File: config.mk
export PLATFORM = sky130hd
export DESIGN_NAME = array_binary_tree_insert_flat
export DESIGN_NICKNAME = d
export VERILOG_FILES = /design/src/design/abti_pkg.sv /design/src/design/abti_if.sv /design/src/design/abti_dp.sv /design/src/design/abti_ctrl.sv /design/src/design/array_binary_tree_insert.sv /design/src/flat_wrapper.sv
export SDC_FILE = /design/constraint.sdc
export NUM_CORES = 2
export LEC_CHECK = 0
export ABC_AREA = 1
export ABC_CLOCK_PERIOD_IN_PS = 4100
export BUFFER_PORTS_ARGS = -buffer_cell sky130_fd_sc_hd__buf_2
export CAP_MARGIN = 10
export CORE_MARGIN = 1
export CORE_UTILIZATION = 55
export CTS_BUF_LIST = sky130_fd_sc_hd__clkbuf_4 sky130_fd_sc_hd__clkbuf_8
export DETAILED_ROUTE_END_ITERATION = 10
export GPL_ROUTABILITY_DRIVEN = 0
export PLACE_DENSITY = 0.72
export SYNTH_ARGS = -nofsm -noshare
export SYNTH_HDL_FRONTEND = slang
export SYNTH_SLANG_ARGS = --single-unit
File: constraint.sdc
create_clock -name clk -period 4.1 [get_ports clk]
set_input_delay 0.41 -clock clk [delete_from_list [all_inputs] [get_ports clk]]
set_output_delay 0.41 -clock clk [all_outputs]
set_load 0.01 [all_outputs]
File: src/design/abti_pkg.sv
// shared types, constants and control structs for the array binary tree block
`default_nettype none

package abti_pkg;

    localparam int SLOT_W        = 6;
    localparam int VAL_W         = 32;
    localparam int ACT_W         = 2;
    localparam int ST_W          = 3;
    localparam int MAX_NODES_DEF = 63;

    localparam logic [SLOT_W-1:0] TREE_SIZE_RST = 6'd63;

    typedef enum logic [ACT_W-1:0] {
        ACT_ROOT  = 2'd0,
        ACT_LEFT  = 2'd1,
        ACT_RIGHT = 2'd2,
        ACT_DUMP  = 2'd3
    } action_t;

    typedef enum logic [ST_W-1:0] {
        ST_OK            = 3'd0,
        ST_ROOT_EXISTS   = 3'd1,
        ST_NOT_FOUND     = 3'd2,
        ST_OVERFLOW      = 3'd3,
        ST_CHILD_PRESENT = 3'd4
    } status_t;

    typedef enum logic [2:0] {
        S_IDLE,
        S_ROOT,
        S_SCAN,
        S_CHECK,
        S_EMIT,
        S_DUMP_RD,
        S_DUMP_WR
    } fsm_state_t;

    typedef struct packed {
        logic    in_ready;
        logic    rd_issue;
        logic    capture;
        logic    wr_root;
        logic    wr_child;
        logic    set_status;
        status_t status;
        logic    emit_status;
        logic    emit_slot;
    } dp_cmd_t;

    typedef struct packed {
        logic    in_valid;
        action_t in_action;
        logic    hit;
        logic    in_range;
        logic    rd_vld;
        logic    root_present;
        logic    child_over;
        logic    child_present;
        logic    out_free;
        logic    last_slot;
    } dp_sts_t;

endpackage

`default_nettype wire

File: src/design/abti_if.sv
// request, response and configuration channel interfaces
`default_nettype none

interface abti_req_if import abti_pkg::*; ();
    logic                    valid;
    logic                    ready;
    logic [ACT_W-1:0]        action;
    logic signed [VAL_W-1:0] parent_value;
    logic signed [VAL_W-1:0] new_value;

    modport source (output valid, output action, output parent_value, output new_value,
                    input ready);
    modport sink   (input valid, input action, input parent_value, input new_value,
                    output ready);
endinterface

interface abti_rsp_if import abti_pkg::*; ();
    logic                    valid;
    logic                    ready;
    logic [ST_W-1:0]         status;
    logic [SLOT_W-1:0]       slot_index;
    logic signed [VAL_W-1:0] slot_value;
    logic                    slot_present;
    logic                    last;

    modport source (output valid, output status, output slot_index, output slot_value,
                    output slot_present, output last, input ready);
    modport sink   (input valid, input status, input slot_index, input slot_value,
                    input slot_present, input last, output ready);
endinterface

interface abti_cfg_if import abti_pkg::*; ();
    logic              valid;
    logic              ready;
    logic [SLOT_W-1:0] data;

    modport source (output valid, output data, input ready);
    modport sink   (input valid, input data, output ready);
endinterface

`default_nettype wire

File: src/design/abti_dp.sv
// datapath: slot memory, presence bits, scan pipeline and output register
`default_nettype none

module abti_dp import abti_pkg::*; #(
    parameter int MAX_NODES = MAX_NODES_DEF
) (
    input  wire logic   clk,
    input  wire logic   rst_n,
    abti_req_if.sink    req,
    abti_rsp_if.source  rsp,
    abti_cfg_if.sink    cfg,
    input  wire dp_cmd_t cmd,
    output dp_sts_t     sts
);

    localparam int AW = $clog2(MAX_NODES + 1);
    localparam logic [SLOT_W-1:0] MAX_SLOT = SLOT_W'(MAX_NODES);

    logic [SLOT_W-1:0]       tree_size_reg;
    logic [SLOT_W-1:0]       size;
    action_t                 act_reg;
    logic [VAL_W-1:0]        parent_reg;
    logic [VAL_W-1:0]        newv_reg;
    logic [SLOT_W:0]         idx_reg;
    logic [VAL_W-1:0]        rd_data_reg;
    logic                    rd_pres_reg;
    logic [SLOT_W-1:0]       rd_idx_reg;
    logic                    rd_vld_reg;
    logic [SLOT_W-1:0]       found_reg;
    status_t                 status_reg;
    logic [MAX_NODES:0]      present_reg;
    logic [VAL_W-1:0]        node_mem [0:MAX_NODES];

    logic                    out_vld_reg;
    status_t                 out_status_reg;
    logic [SLOT_W-1:0]       out_idx_reg;
    logic [VAL_W-1:0]        out_val_reg;
    logic                    out_pres_reg;
    logic                    out_last_reg;

    logic [SLOT_W:0]         child;
    logic                    child_over;
    logic                    wr_en;
    logic [AW-1:0]           wr_addr;
    logic                    accept;
    logic                    out_free;

    // effective size, clamped to 1..MAX_NODES
    always_comb
    begin
        if (tree_size_reg == '0)
        begin
            size = SLOT_W'(1);
        end
        else if (tree_size_reg > MAX_SLOT)
        begin
            size = MAX_SLOT;
        end
        else
        begin
            size = tree_size_reg;
        end
    end

    assign accept     = req.valid && req.ready;
    assign child      = {found_reg, (act_reg == ACT_RIGHT)};
    assign child_over = child > {1'b0, size};
    assign wr_en      = cmd.wr_root || cmd.wr_child;
    assign wr_addr    = cmd.wr_root ? AW'(1) : child[AW-1:0];
    assign out_free   = !out_vld_reg || rsp.ready;

    assign req.ready = cmd.in_ready;
    assign cfg.ready = 1'b1;

    always_comb
    begin
        sts.in_valid      = req.valid;
        sts.in_action     = action_t'(req.action);
        sts.hit           = rd_vld_reg && rd_pres_reg && (rd_data_reg == parent_reg);
        sts.in_range      = idx_reg <= {1'b0, size};
        sts.rd_vld        = rd_vld_reg;
        sts.root_present  = present_reg[1];
        sts.child_over    = child_over;
        sts.child_present = !child_over && present_reg[child[AW-1:0]];
        sts.out_free      = out_free;
        sts.last_slot     = rd_idx_reg == size;
    end

    // control state
    always_ff @(posedge clk or negedge rst_n)
    begin
        if (!rst_n)
        begin
            tree_size_reg <= TREE_SIZE_RST;
            present_reg   <= '0;
            idx_reg       <= '0;
            rd_vld_reg    <= 1'b0;
            out_vld_reg   <= 1'b0;
        end
        else
        begin
            if (cfg.valid && cfg.ready)
            begin
                tree_size_reg <= cfg.data;
            end
            if (wr_en)
            begin
                present_reg[wr_addr] <= 1'b1;
            end
            if (accept)
            begin
                idx_reg <= (SLOT_W + 1)'(1);
            end
            else if (cmd.rd_issue)
            begin
                idx_reg <= idx_reg + (SLOT_W + 1)'(1);
            end
            rd_vld_reg <= cmd.rd_issue;
            if (cmd.emit_status || cmd.emit_slot)
            begin
                out_vld_reg <= 1'b1;
            end
            else if (rsp.ready)
            begin
                out_vld_reg <= 1'b0;
            end
        end
    end

    // slot memory, one write and one registered read
    always_ff @(posedge clk)
    begin
        if (wr_en)
        begin
            node_mem[wr_addr] <= newv_reg;
        end
        if (cmd.rd_issue)
        begin
            rd_data_reg <= node_mem[idx_reg[AW-1:0]];
        end
    end

    // payload
    always_ff @(posedge clk)
    begin
        if (accept)
        begin
            act_reg    <= action_t'(req.action);
            parent_reg <= req.parent_value;
            newv_reg   <= req.new_value;
        end
        if (cmd.rd_issue)
        begin
            rd_pres_reg <= present_reg[idx_reg[AW-1:0]];
            rd_idx_reg  <= idx_reg[SLOT_W-1:0];
        end
        if (cmd.capture)
        begin
            found_reg <= rd_idx_reg;
        end
        if (cmd.set_status)
        begin
            status_reg <= cmd.status;
        end
        if (cmd.emit_status)
        begin
            out_status_reg <= status_reg;
            out_idx_reg    <= '0;
            out_val_reg    <= '0;
            out_pres_reg   <= 1'b0;
            out_last_reg   <= 1'b1;
        end
        else if (cmd.emit_slot)
        begin
            out_status_reg <= ST_OK;
            out_idx_reg    <= rd_idx_reg;
            out_val_reg    <= rd_pres_reg ? rd_data_reg : '0;
            out_pres_reg   <= rd_pres_reg;
            out_last_reg   <= rd_idx_reg == size;
        end
    end

    assign rsp.valid        = out_vld_reg;
    assign rsp.status       = out_status_reg;
    assign rsp.slot_index   = out_idx_reg;
    assign rsp.slot_value   = out_val_reg;
    assign rsp.slot_present = out_pres_reg;
    assign rsp.last         = out_last_reg;

endmodule

`default_nettype wire

File: src/design/abti_ctrl.sv
// controller state machine for root set, child insert and dump
`default_nettype none

module abti_ctrl import abti_pkg::*; (
    input  wire logic    clk,
    input  wire logic    rst_n,
    input  wire dp_sts_t sts,
    output dp_cmd_t      cmd
);

    fsm_state_t state_reg;
    fsm_state_t state_next;

    always_ff @(posedge clk or negedge rst_n)
    begin
        if (!rst_n)
        begin
            state_reg <= S_IDLE;
        end
        else
        begin
            state_reg <= state_next;
        end
    end

    always_comb
    begin
        state_next      = state_reg;
        cmd.in_ready    = 1'b0;
        cmd.rd_issue    = 1'b0;
        cmd.capture     = 1'b0;
        cmd.wr_root     = 1'b0;
        cmd.wr_child    = 1'b0;
        cmd.set_status  = 1'b0;
        cmd.status      = ST_OK;
        cmd.emit_status = 1'b0;
        cmd.emit_slot   = 1'b0;
        case (state_reg)
            S_IDLE:
            begin
                cmd.in_ready = 1'b1;
                if (sts.in_valid)
                begin
                    case (sts.in_action)
                        ACT_ROOT:  state_next = S_ROOT;
                        ACT_LEFT:  state_next = S_SCAN;
                        ACT_RIGHT: state_next = S_SCAN;
                        ACT_DUMP:  state_next = S_DUMP_RD;
                        default:   state_next = S_IDLE;
                    endcase
                end
            end
            S_ROOT:
            begin
                cmd.set_status = 1'b1;
                cmd.status     = sts.root_present ? ST_ROOT_EXISTS : ST_OK;
                cmd.wr_root    = !sts.root_present;
                state_next     = S_EMIT;
            end
            S_SCAN:
            begin
                // first present slot holding the parent value
                if (sts.hit)
                begin
                    cmd.capture = 1'b1;
                    state_next  = S_CHECK;
                end
                else if (!sts.in_range && !sts.rd_vld)
                begin
                    cmd.set_status = 1'b1;
                    cmd.status     = ST_NOT_FOUND;
                    state_next     = S_EMIT;
                end
                else
                begin
                    cmd.rd_issue = sts.in_range;
                end
            end
            S_CHECK:
            begin
                cmd.set_status = 1'b1;
                if (sts.child_over)
                begin
                    cmd.status = ST_OVERFLOW;
                end
                else if (sts.child_present)
                begin
                    cmd.status = ST_CHILD_PRESENT;
                end
                else
                begin
                    cmd.status   = ST_OK;
                    cmd.wr_child = 1'b1;
                end
                state_next = S_EMIT;
            end
            S_EMIT:
            begin
                if (sts.out_free)
                begin
                    cmd.emit_status = 1'b1;
                    state_next      = S_IDLE;
                end
            end
            S_DUMP_RD:
            begin
                cmd.rd_issue = 1'b1;
                state_next   = S_DUMP_WR;
            end
            S_DUMP_WR:
            begin
                if (sts.out_free)
                begin
                    cmd.emit_slot = 1'b1;
                    if (sts.last_slot)
                    begin
                        state_next = S_IDLE;
                    end
                    else
                    begin
                        cmd.rd_issue = 1'b1;
                    end
                end
            end
            default:
            begin
                state_next = S_IDLE;
            end
        endcase
    end

endmodule

`default_nettype wire

File: src/design/array_binary_tree_insert.sv
// top level of the array binary tree block
//
// Keeps a binary tree in slots 1..tree_size (slot i has children 2i and 2i+1),
// with values in a slot memory with one write port and one registered read
// port and presence bits in flip-flops that reset clears. One request is
// worked on at a time. An insert scans the slots through the memory's
// registered read port, one slot per cycle. A dump streams one beat per slot,
// one beat per cycle while the response channel takes them, the last beat
// flagged by last. The result register lets the final beat wait on the
// response channel while the next request is taken. The user must write
// tree_size through cfg only while the block is idle; the block itself does
// not enforce this. 0 acts as 1.
`default_nettype none

module array_binary_tree_insert import abti_pkg::*; #(
    parameter int MAX_NODES = MAX_NODES_DEF
) (
    input  wire logic  clk,
    input  wire logic  rst_n,
    abti_req_if.sink   req,
    abti_rsp_if.source rsp,
    abti_cfg_if.sink   cfg
);

    dp_cmd_t cmd;
    dp_sts_t sts;

    abti_ctrl u_ctrl (
        .clk   (clk),
        .rst_n (rst_n),
        .sts   (sts),
        .cmd   (cmd)
    );

    abti_dp #(
        .MAX_NODES (MAX_NODES)
    ) u_dp (
        .clk   (clk),
        .rst_n (rst_n),
        .req   (req),
        .rsp   (rsp),
        .cfg   (cfg),
        .cmd   (cmd),
        .sts   (sts)
    );

`ifndef ASSERT_OFF
    a_emit_free: assert property (@(posedge clk) disable iff (!rst_n)
        (cmd.emit_status || cmd.emit_slot) |-> sts.out_free)
        else $error("result loaded while output register busy");

    a_child_write: assert property (@(posedge clk) disable iff (!rst_n)
        cmd.wr_child |-> (!sts.child_over && !sts.child_present))
        else $error("child written over a present slot or past tree size");

    a_one_at_a_time: assert property (@(posedge clk) disable iff (!rst_n)
        (req.valid && req.ready) |=> !req.ready)
        else $error("request taken while busy");

    a_status_beat: assert property (@(posedge clk) disable iff (!rst_n)
        (rsp.valid && rsp.status != ST_OK) |-> (rsp.last && rsp.slot_index == '0))
        else $error("error status beat not a single final beat");
`endif

endmodule

`default_nettype wire
File: src/flat_wrapper.sv
// flat-port wrapper written by rule: the top's interface ports become plain ports
module array_binary_tree_insert_flat import abti_pkg::*;
#(
    parameter int MAX_NODES = MAX_NODES_DEF
)
  (clk, rst_n, req_valid, req_action, req_parent_value, req_new_value, req_ready, rsp_valid, rsp_status, rsp_slot_index, rsp_slot_value, rsp_slot_present, rsp_last, rsp_ready, cfg_valid, cfg_data, cfg_ready);
  abti_req_if req_i ();
  abti_rsp_if rsp_i ();
  abti_cfg_if cfg_i ();
  input  wire logic clk;
  input  wire logic rst_n;
  input wire logic [$bits(req_i.valid)-1:0] req_valid;
  input wire logic [$bits(req_i.action)-1:0] req_action;
  input wire logic [$bits(req_i.parent_value)-1:0] req_parent_value;
  input wire logic [$bits(req_i.new_value)-1:0] req_new_value;
  output wire logic [$bits(req_i.ready)-1:0] req_ready;
  output wire logic [$bits(rsp_i.valid)-1:0] rsp_valid;
  output wire logic [$bits(rsp_i.status)-1:0] rsp_status;
  output wire logic [$bits(rsp_i.slot_index)-1:0] rsp_slot_index;
  output wire logic [$bits(rsp_i.slot_value)-1:0] rsp_slot_value;
  output wire logic [$bits(rsp_i.slot_present)-1:0] rsp_slot_present;
  output wire logic [$bits(rsp_i.last)-1:0] rsp_last;
  input wire logic [$bits(rsp_i.ready)-1:0] rsp_ready;
  input wire logic [$bits(cfg_i.valid)-1:0] cfg_valid;
  input wire logic [$bits(cfg_i.data)-1:0] cfg_data;
  output wire logic [$bits(cfg_i.ready)-1:0] cfg_ready;
  assign req_i.valid = req_valid;
  assign req_i.action = req_action;
  assign req_i.parent_value = req_parent_value;
  assign req_i.new_value = req_new_value;
  assign req_ready = req_i.ready;
  assign rsp_valid = rsp_i.valid;
  assign rsp_status = rsp_i.status;
  assign rsp_slot_index = rsp_i.slot_index;
  assign rsp_slot_value = rsp_i.slot_value;
  assign rsp_slot_present = rsp_i.slot_present;
  assign rsp_last = rsp_i.last;
  assign rsp_i.ready = rsp_ready;
  assign cfg_i.valid = cfg_valid;
  assign cfg_i.data = cfg_data;
  assign cfg_ready = cfg_i.ready;
  array_binary_tree_insert #(.MAX_NODES(MAX_NODES)) u_core (.clk(clk), .rst_n(rst_n), .req(req_i), .rsp(rsp_i), .cfg(cfg_i));
endmodule
## After elaboration in Yosys (flattened, before gate mapping)

Memory sizes are Yosys's and may differ from the RTL's. A register that Yosys moved wholly into a read port is not among the register bits.
Cells that the tools add are included.

| operators by class | value |
|---|---|
| $add $sub $neg | 1 |
| multiply operators | 0 |
| div/mod/pow operators | 0 |
| magnitude comparators | 7 |
| equality and inequality tests | 17 |
| shifts and indexed selects | 0 |
| multiplexer cells | 47 |
| bitwise operators | 1 |
| reduce and logical (&&, ||, !) cells | 23 |

Operator list:

| operator | number |
|---|---|
| 64-bit OR | 1 |
| 32-bit == test | 1 |
| 32-bit two-way mux | 1 |
| 3-bit two-way mux | 10 |
| 1-bit two-way mux | 22 |
| 6-bit by 7-bit less-than comparator with 1-bit output, second input constant | 3 |
| 6-bit two-way mux | 3 |
| 3-bit case mux with 6 select lines | 1 |
| 7-bit two-way mux | 2 |
| 1-bit binary-select mux with 6-bit select | 2 |
| 4-bit case mux with 3 select lines | 1 |
| 3-bit == test, second input constant | 3 |
| 3-bit case mux with 3 select lines | 1 |
| 4-bit two-way mux | 2 |
| 7-bit by 1-bit adder with 7-bit output, second input constant | 1 |
| 7-bit by 6-bit > comparator with 1-bit output | 1 |
| 7-bit by 6-bit <= comparator with 1-bit output | 1 |
| 1-bit demux with 6-bit select | 1 |
| 2-bit == test, second input constant | 3 |
| 3-bit by 2-bit == test with 1-bit output, second input constant | 2 |
| 6-bit == test | 1 |
| 6-bit by 1-bit >= comparator with 1-bit output, second input constant | 1 |
| 6-bit > comparator, second input constant | 1 |
| 1-bit logical AND | 6 |
| 14 further kinds | 25 |

| storage, ports and cells | value |
|---|---|
| register bits after elaboration | 207 |
| bits in latches | 0 |
| memory bits (writable) | 2048 |
| ROM bits | 0 |
| bits of input ports | 77 |
| output and inout port bits | 46 |
| logic and storage cells | 115 |
| memories | 1 |

Memory list:

| memory | words | bits a word | read ports | clocked after Yosys merged registers in | write ports | RTL line | text |
|---|---|---|---|---|---|---|---|
| u_core.u_dp.node_mem | 64 | 32 | 1 | 1 | 1 | abti_dp.sv:32 | `logic [VAL_W-1:0] node_mem [0:MAX_NODES];` |

## Depth between registers and ports, before layout

| depth | value |
|---|---|
| word-level depth | 12 |
| gate-level depth with buffers | 16 |
| gate-level depth less buffers | 14 |

## Cells and area by module

Synthesis repeated with hierarchy kept, for this count alone.

| second synthesis, totals | value |
|---|---|
| cell total of the unflattened synthesis | 7119 |
| area, all modules | 90656.9 um^2 |

By module, submodules not included:

| module | times used | cells each | area each (um^2) | sequential area each (um^2) |
|---|---|---|---|---|
| abti_dp | 1 | 7055 | 90271.6 | 67797.5 |
| abti_ctrl | 1 | 64 | 385.4 | 75.1 |

## Worst setup path after synthesis

Ideal clock, no wire load.

| path | value |
|---|---|
| path type | flip-flop to flip-flop |
| start point | register u_core.u_ctrl.state_reg[0] |
| end point | register u_core.u_dp.idx_reg[2] |
| setup time | 0.127 ns |
| data arrival time | 4.125 ns |
| required time | 3.973 ns |
| path slack | -0.152 ns |
| cell stages (with the launch flop) | 8 |
| path buffers | 1 |
| clock period less this slack | 4.252 ns |
| cell sequence | dfrtp_1 > nor2_1 > nand2_1 > nor2_1 > inv_1 > clkbuf_1 > nand3_1 > nand2_1 |

| on the way | value |
|---|---|
| word-level cells in the longest chain between the ends | 4 |
| elaborated cells between the ends (all ways) | 9 |
| those cells by class | 3 x eq/ne; 3 x mux; 3 x reduce/logical |

RTL lines:

| item | RTL line | text |
|---|---|---|
| start, declared | abti_ctrl.sv:11 | `fsm_state_t state_reg;` |
| start signal, assigned | abti_ctrl.sv:22 | `state_reg <= state_next;` |
| 3-bit logical NOT * | abti_ctrl.sv:38 | `case (state_reg)` |
| 1-bit two-way mux * | abti_ctrl.sv:38 |  |
| 1-bit logical AND * | abti_dp.sv:65 | `assign accept = req.valid && req.ready;` |
| via u_core.u_dp.accept | abti_dp.sv:45 | `logic accept;` |
| 7-bit two-way mux / 2-bit nonzero test (equally long branches) | n/a |  |
| end signal, assigned | abti_dp.sv:112 | `idx_reg <= (SLOT_W + 1)'(1);` |
| end signal, assigned | abti_dp.sv:116 | `idx_reg <= idx_reg + (SLOT_W + 1)'(1);` |
| end, declared | abti_dp.sv:24 | `logic [SLOT_W:0] idx_reg;` |

Mark *: on every way through the listed nets, which the timed path passes. The rest lies on a longest branch.
A chain may end at the register's enable or synchronous reset.

## Worst setup path in the final report

| path | value |
|---|---|
| start point | register u_core.u_ctrl.state_reg[2] |
| end point | memory u_core.u_dp.node_mem[21][22] (enable) |

| on the way | value |
|---|---|
| word-level cells in the longest chain between the ends | 5 |
| elaborated cells between the ends (all ways) | 8 |
| those cells by class | 2 x eq/ne; 5 x mux; 1 x reduce/logical |

RTL lines:

| item | RTL line | text |
|---|---|---|
| 3-bit by 1-bit == test with 1-bit output / 3-bit by 2-bit == test with 1-bit output (equally long branches) | abti_ctrl.sv:38 |  |
| 1-bit two-way mux | abti_ctrl.sv:38 |  |
| 1-bit logical OR | abti_dp.sv:68 | `assign wr_en = cmd.wr_root \|\| cmd.wr_child;` |
| 1-bit two-way mux | abti_dp.sv:133 | `if (wr_en)` |
| 1-bit two-way mux (not written as such) | abti_dp.sv:135 | `node_mem[wr_addr] <= newv_reg;` |
| end, declared | abti_dp.sv:32 |  |

Parallel ways exist; a longest one is shown, timed or not.

==> impl_metrics.yaml <==
placement:
  place_area_mm2: 0.0938
  dp_hpwl_mm: 152
  place_ws_ns: 0.494
  io_buffers: 121
routing:
  vias: 62500
  viasPerCell: 6.39
  drt_iter0_drc: 10300
  dr.pass1.iters: 9
  drc: 0
  finalWirelength_mm: 269
  final_antenna_net_count: 0
  post_drt_wl_per_cell_um: 27.5
die:
  die_area_mm2: 0.166
  start_util: 0.554
  ios: 123
  die_width_um: 407
  coreArea_mm2: 0.163
  num_rows: 148
  die_h_um: 407
sta:
  maxSlewViolCount: 0
  fmaxAchievable_mhz: 267
  worst_slew_pin_slew_ns: 1.10
  tns_ns: 0
  min_period_ns: 3.75
  clock_skew_ns: 0.0829
  final-hold-violation-count: 0
  setup_viol: 0
  relSlewSlack: 0.264
  post-route-period-util: 0.915
  rsz0062_at_grt: "no"
  worst_slack_ns: 0.349
logic_synthesis:
  synth_top_cells_by_area: "edfxtp_1 72%, o21ai_0 6.1%, nor2_1 4.7%"
  yosys.area.top_type: "edfxtp_1"
  synth_area_per_cell_um2: 12.9
  ys_types: 44
  synth_edf_count: 2165
  syn_nets: 7075
  ys_seq_elements: 2287
  ys.warnings.count: 0
  synth_top_area_share: 0.721
  async_flop_share: 0.0359
  netlist_instances: 6984
  synthFlopType: "edfxtp_1"
  synth_area_mm2: 0.0902
  ys_seq_area_frac: 0.752
worst_setup_path:
  reg2regPathDepth: 11
  crit_fanout: 18
  worst_setup_path_start_kind: "flip-flop"
  crit_path_start: "u_core.u_ctrl.state_reg[2]"
  critPathKind: "reg2reg"
  timing.rr.start: "u_core.u_ctrl.state_reg[2]"
  critPathCapture: "u_core.u_dp.node_mem[21][22]"
  r2r_slack_ns: 0.35
  reg2reg_to: "u_core.u_dp.node_mem[21][22]"
  crit_required_ns: 4.87
  arrival_ns: 4.53
  path_cells: "nor3_1 -> inv_1 -> nor2_1 -> inv_1 -> nand3_1 -> nor2_1 -> inv_1 -> nor2_1 -> nand2_1 -> clkinv_1 -> buf_12"
  max_stage_delay_ns: 0.63
  cpMaxStageDelayCell: "clkinv_1"
  end_kind: "flip-flop"
power_and_ir_drop:
  leakage_nw: 34.2
  ir_worst_vdd_mv: 0.443
  powerDensity_mw_per_mm2: 660
  fin_total_pwr_w: 0.0673
finish:
  design_area_mm2: 0.102
  utilization: 0.626
  largest_reg_flops: 2048
  drive_above_1_share: 0.125
  syn_to_final_growth_pct: 13.0
  nets: 7423
clock_tree:
  cts_tree: "done"
  clk_pin_slew_ns: 0.06
  clock_path_buffers: 4
  cts_sinks: 2287
  cts-root-buf: "clkbuf_8"
  clkLatencyLatePin_ns: 1.08
  cts_buffers: 359
  htreeDepth: 5
  postCtsSetupBuffers: 0
run:
  drv_cap: 0
global_route:
  antenna_found_initial: 16
  grt_max_degree: 189
  grt_pass1_wl_mm: 387
  grtUsageTotal: 0.321
  grt_pass1_vias: 59300
  grt_remaining_overflow: 0
outcome:
  status: "complete, no violations"
worst_hold_path:
  whs_path_depth: 2
  hold_start: "req_parent_value[28]"
  hold_class: "in2reg"
[cell usage after synthesis, drive strengths merged (10+ instances only)]
master / instances
a21oi: 109
buf: 160
clkbuf: 312
dfrtp: 76
dfxtp: 40
edfxtp: 2165
ha: 14
inv: 233
nand2: 587
nand3: 358
nand4: 45
nor2: 1137
nor3: 11
o211ai: 57
o21ai: 1102
o221ai: 200
o22ai: 316
or2: 14
xor2: 10
[worst min-delay path by stage]
| stage | to | slack [ns] |
|---|---|---|
| 2_1_floorplan | u_core.u_ctrl.state_reg[0] | 0.11 |
| 3_3_place_gp | u_core.u_dp.rsp.slot_present | 0.43 |
| 3_5_place_dp | u_core.u_dp.found_reg[0] | 0.45 |
| 4_1_cts | u_core.u_dp.newv_reg[8] | 0.0001 |
| 5_1_grt | u_core.u_dp.newv_reg[0] | 0.03 |
| 6_report | u_core.u_dp.parent_reg[28] | 0.07 |
[routing by layer]
| metal | share of wire | global-route usage | wire (um) | vias up |
|---|---|---|---|---|
| met5 | 0.00023 | 0 | 62 | - |
| met4 | 0.067 | 0.200 | 18100 | 10 |
| met3 | 0.12 | 0.0796 | 32600 | 848 |
| met2 | 0.46 | 0.490 | 122000 | 4619 |
| met1 | 0.36 | 0.414 | 95700 | 30500 |
| li1 | - | - | - | 26600 |
[placed cells by master (no fill, tap or decap), types with 114 or more instances in the layout]
master	instances
buf_4	156
clkinv_1	114
dlygate4sd3_1	128
nor2_1	1134
clkbuf_8	380
o21ai_0	1099
nand3_1	356
o22ai_1	316
edfxtp_1	2165
inv_1	160
o221ai_1	200
nand2_1	580
buf_2	120
[cell families (layout without fill, tap and decap cells)]
logic type | Yosys count | in the layout | synth area share
compound gates | 1803 | 1803 | 0.115
simple gates | 2156 | 2156 | 0.0969
xor+xnor | 16 | 16 | 0.00155
other cells | 1 | 10 | 0.0000416
fa+ha+maj | 14 | 14 | 0.00194
buf+inv | 707 | 1315 | 0.0322
flops | 2287 | 2287 | 0.752
[through the flow]
step	instances	hold slack (ns)
floorplan	6984	0.114
global placement	9017	0.429
detailed placement	9017	0.448
CTS	9767	0.000128
global route	9771	0.0277
finish	9776	0.0698
[timing repair]
action                                 CTS  global route
hold buffers                           129             0
gates resized for setup                  0             0
endpoints found under the hold margin  197             0
[worst max-delay path, delay by kind of cell, from the launching register on]
family	cells	cell delay [ns]
buf+inv	5	1.76
simple gates	6	1.22
flops	1	0.46
[area by class of cell]
type / count / area, um^2
clock inverter: 138 / 776
antenna: 9 / 22.5
fill: 11600 / 60800
multi-input combinational: 3990 / 19500
timing repair buffer: 459 / 4160
sequential: 2287 / 67900
tap: 2175 / 2720
clock buffer: 483 / 6000
inverter: 235 / 910
[report_power, final]
| group | internal (W) | switching [W] |
|---|---|---|
| combinational | 0.00483 | 0.0152 |
| sequential | 0.0278 | 0.000835 |
| clock | 0.00990 | 0.00869 |
(Power assumes the default switching activity.)
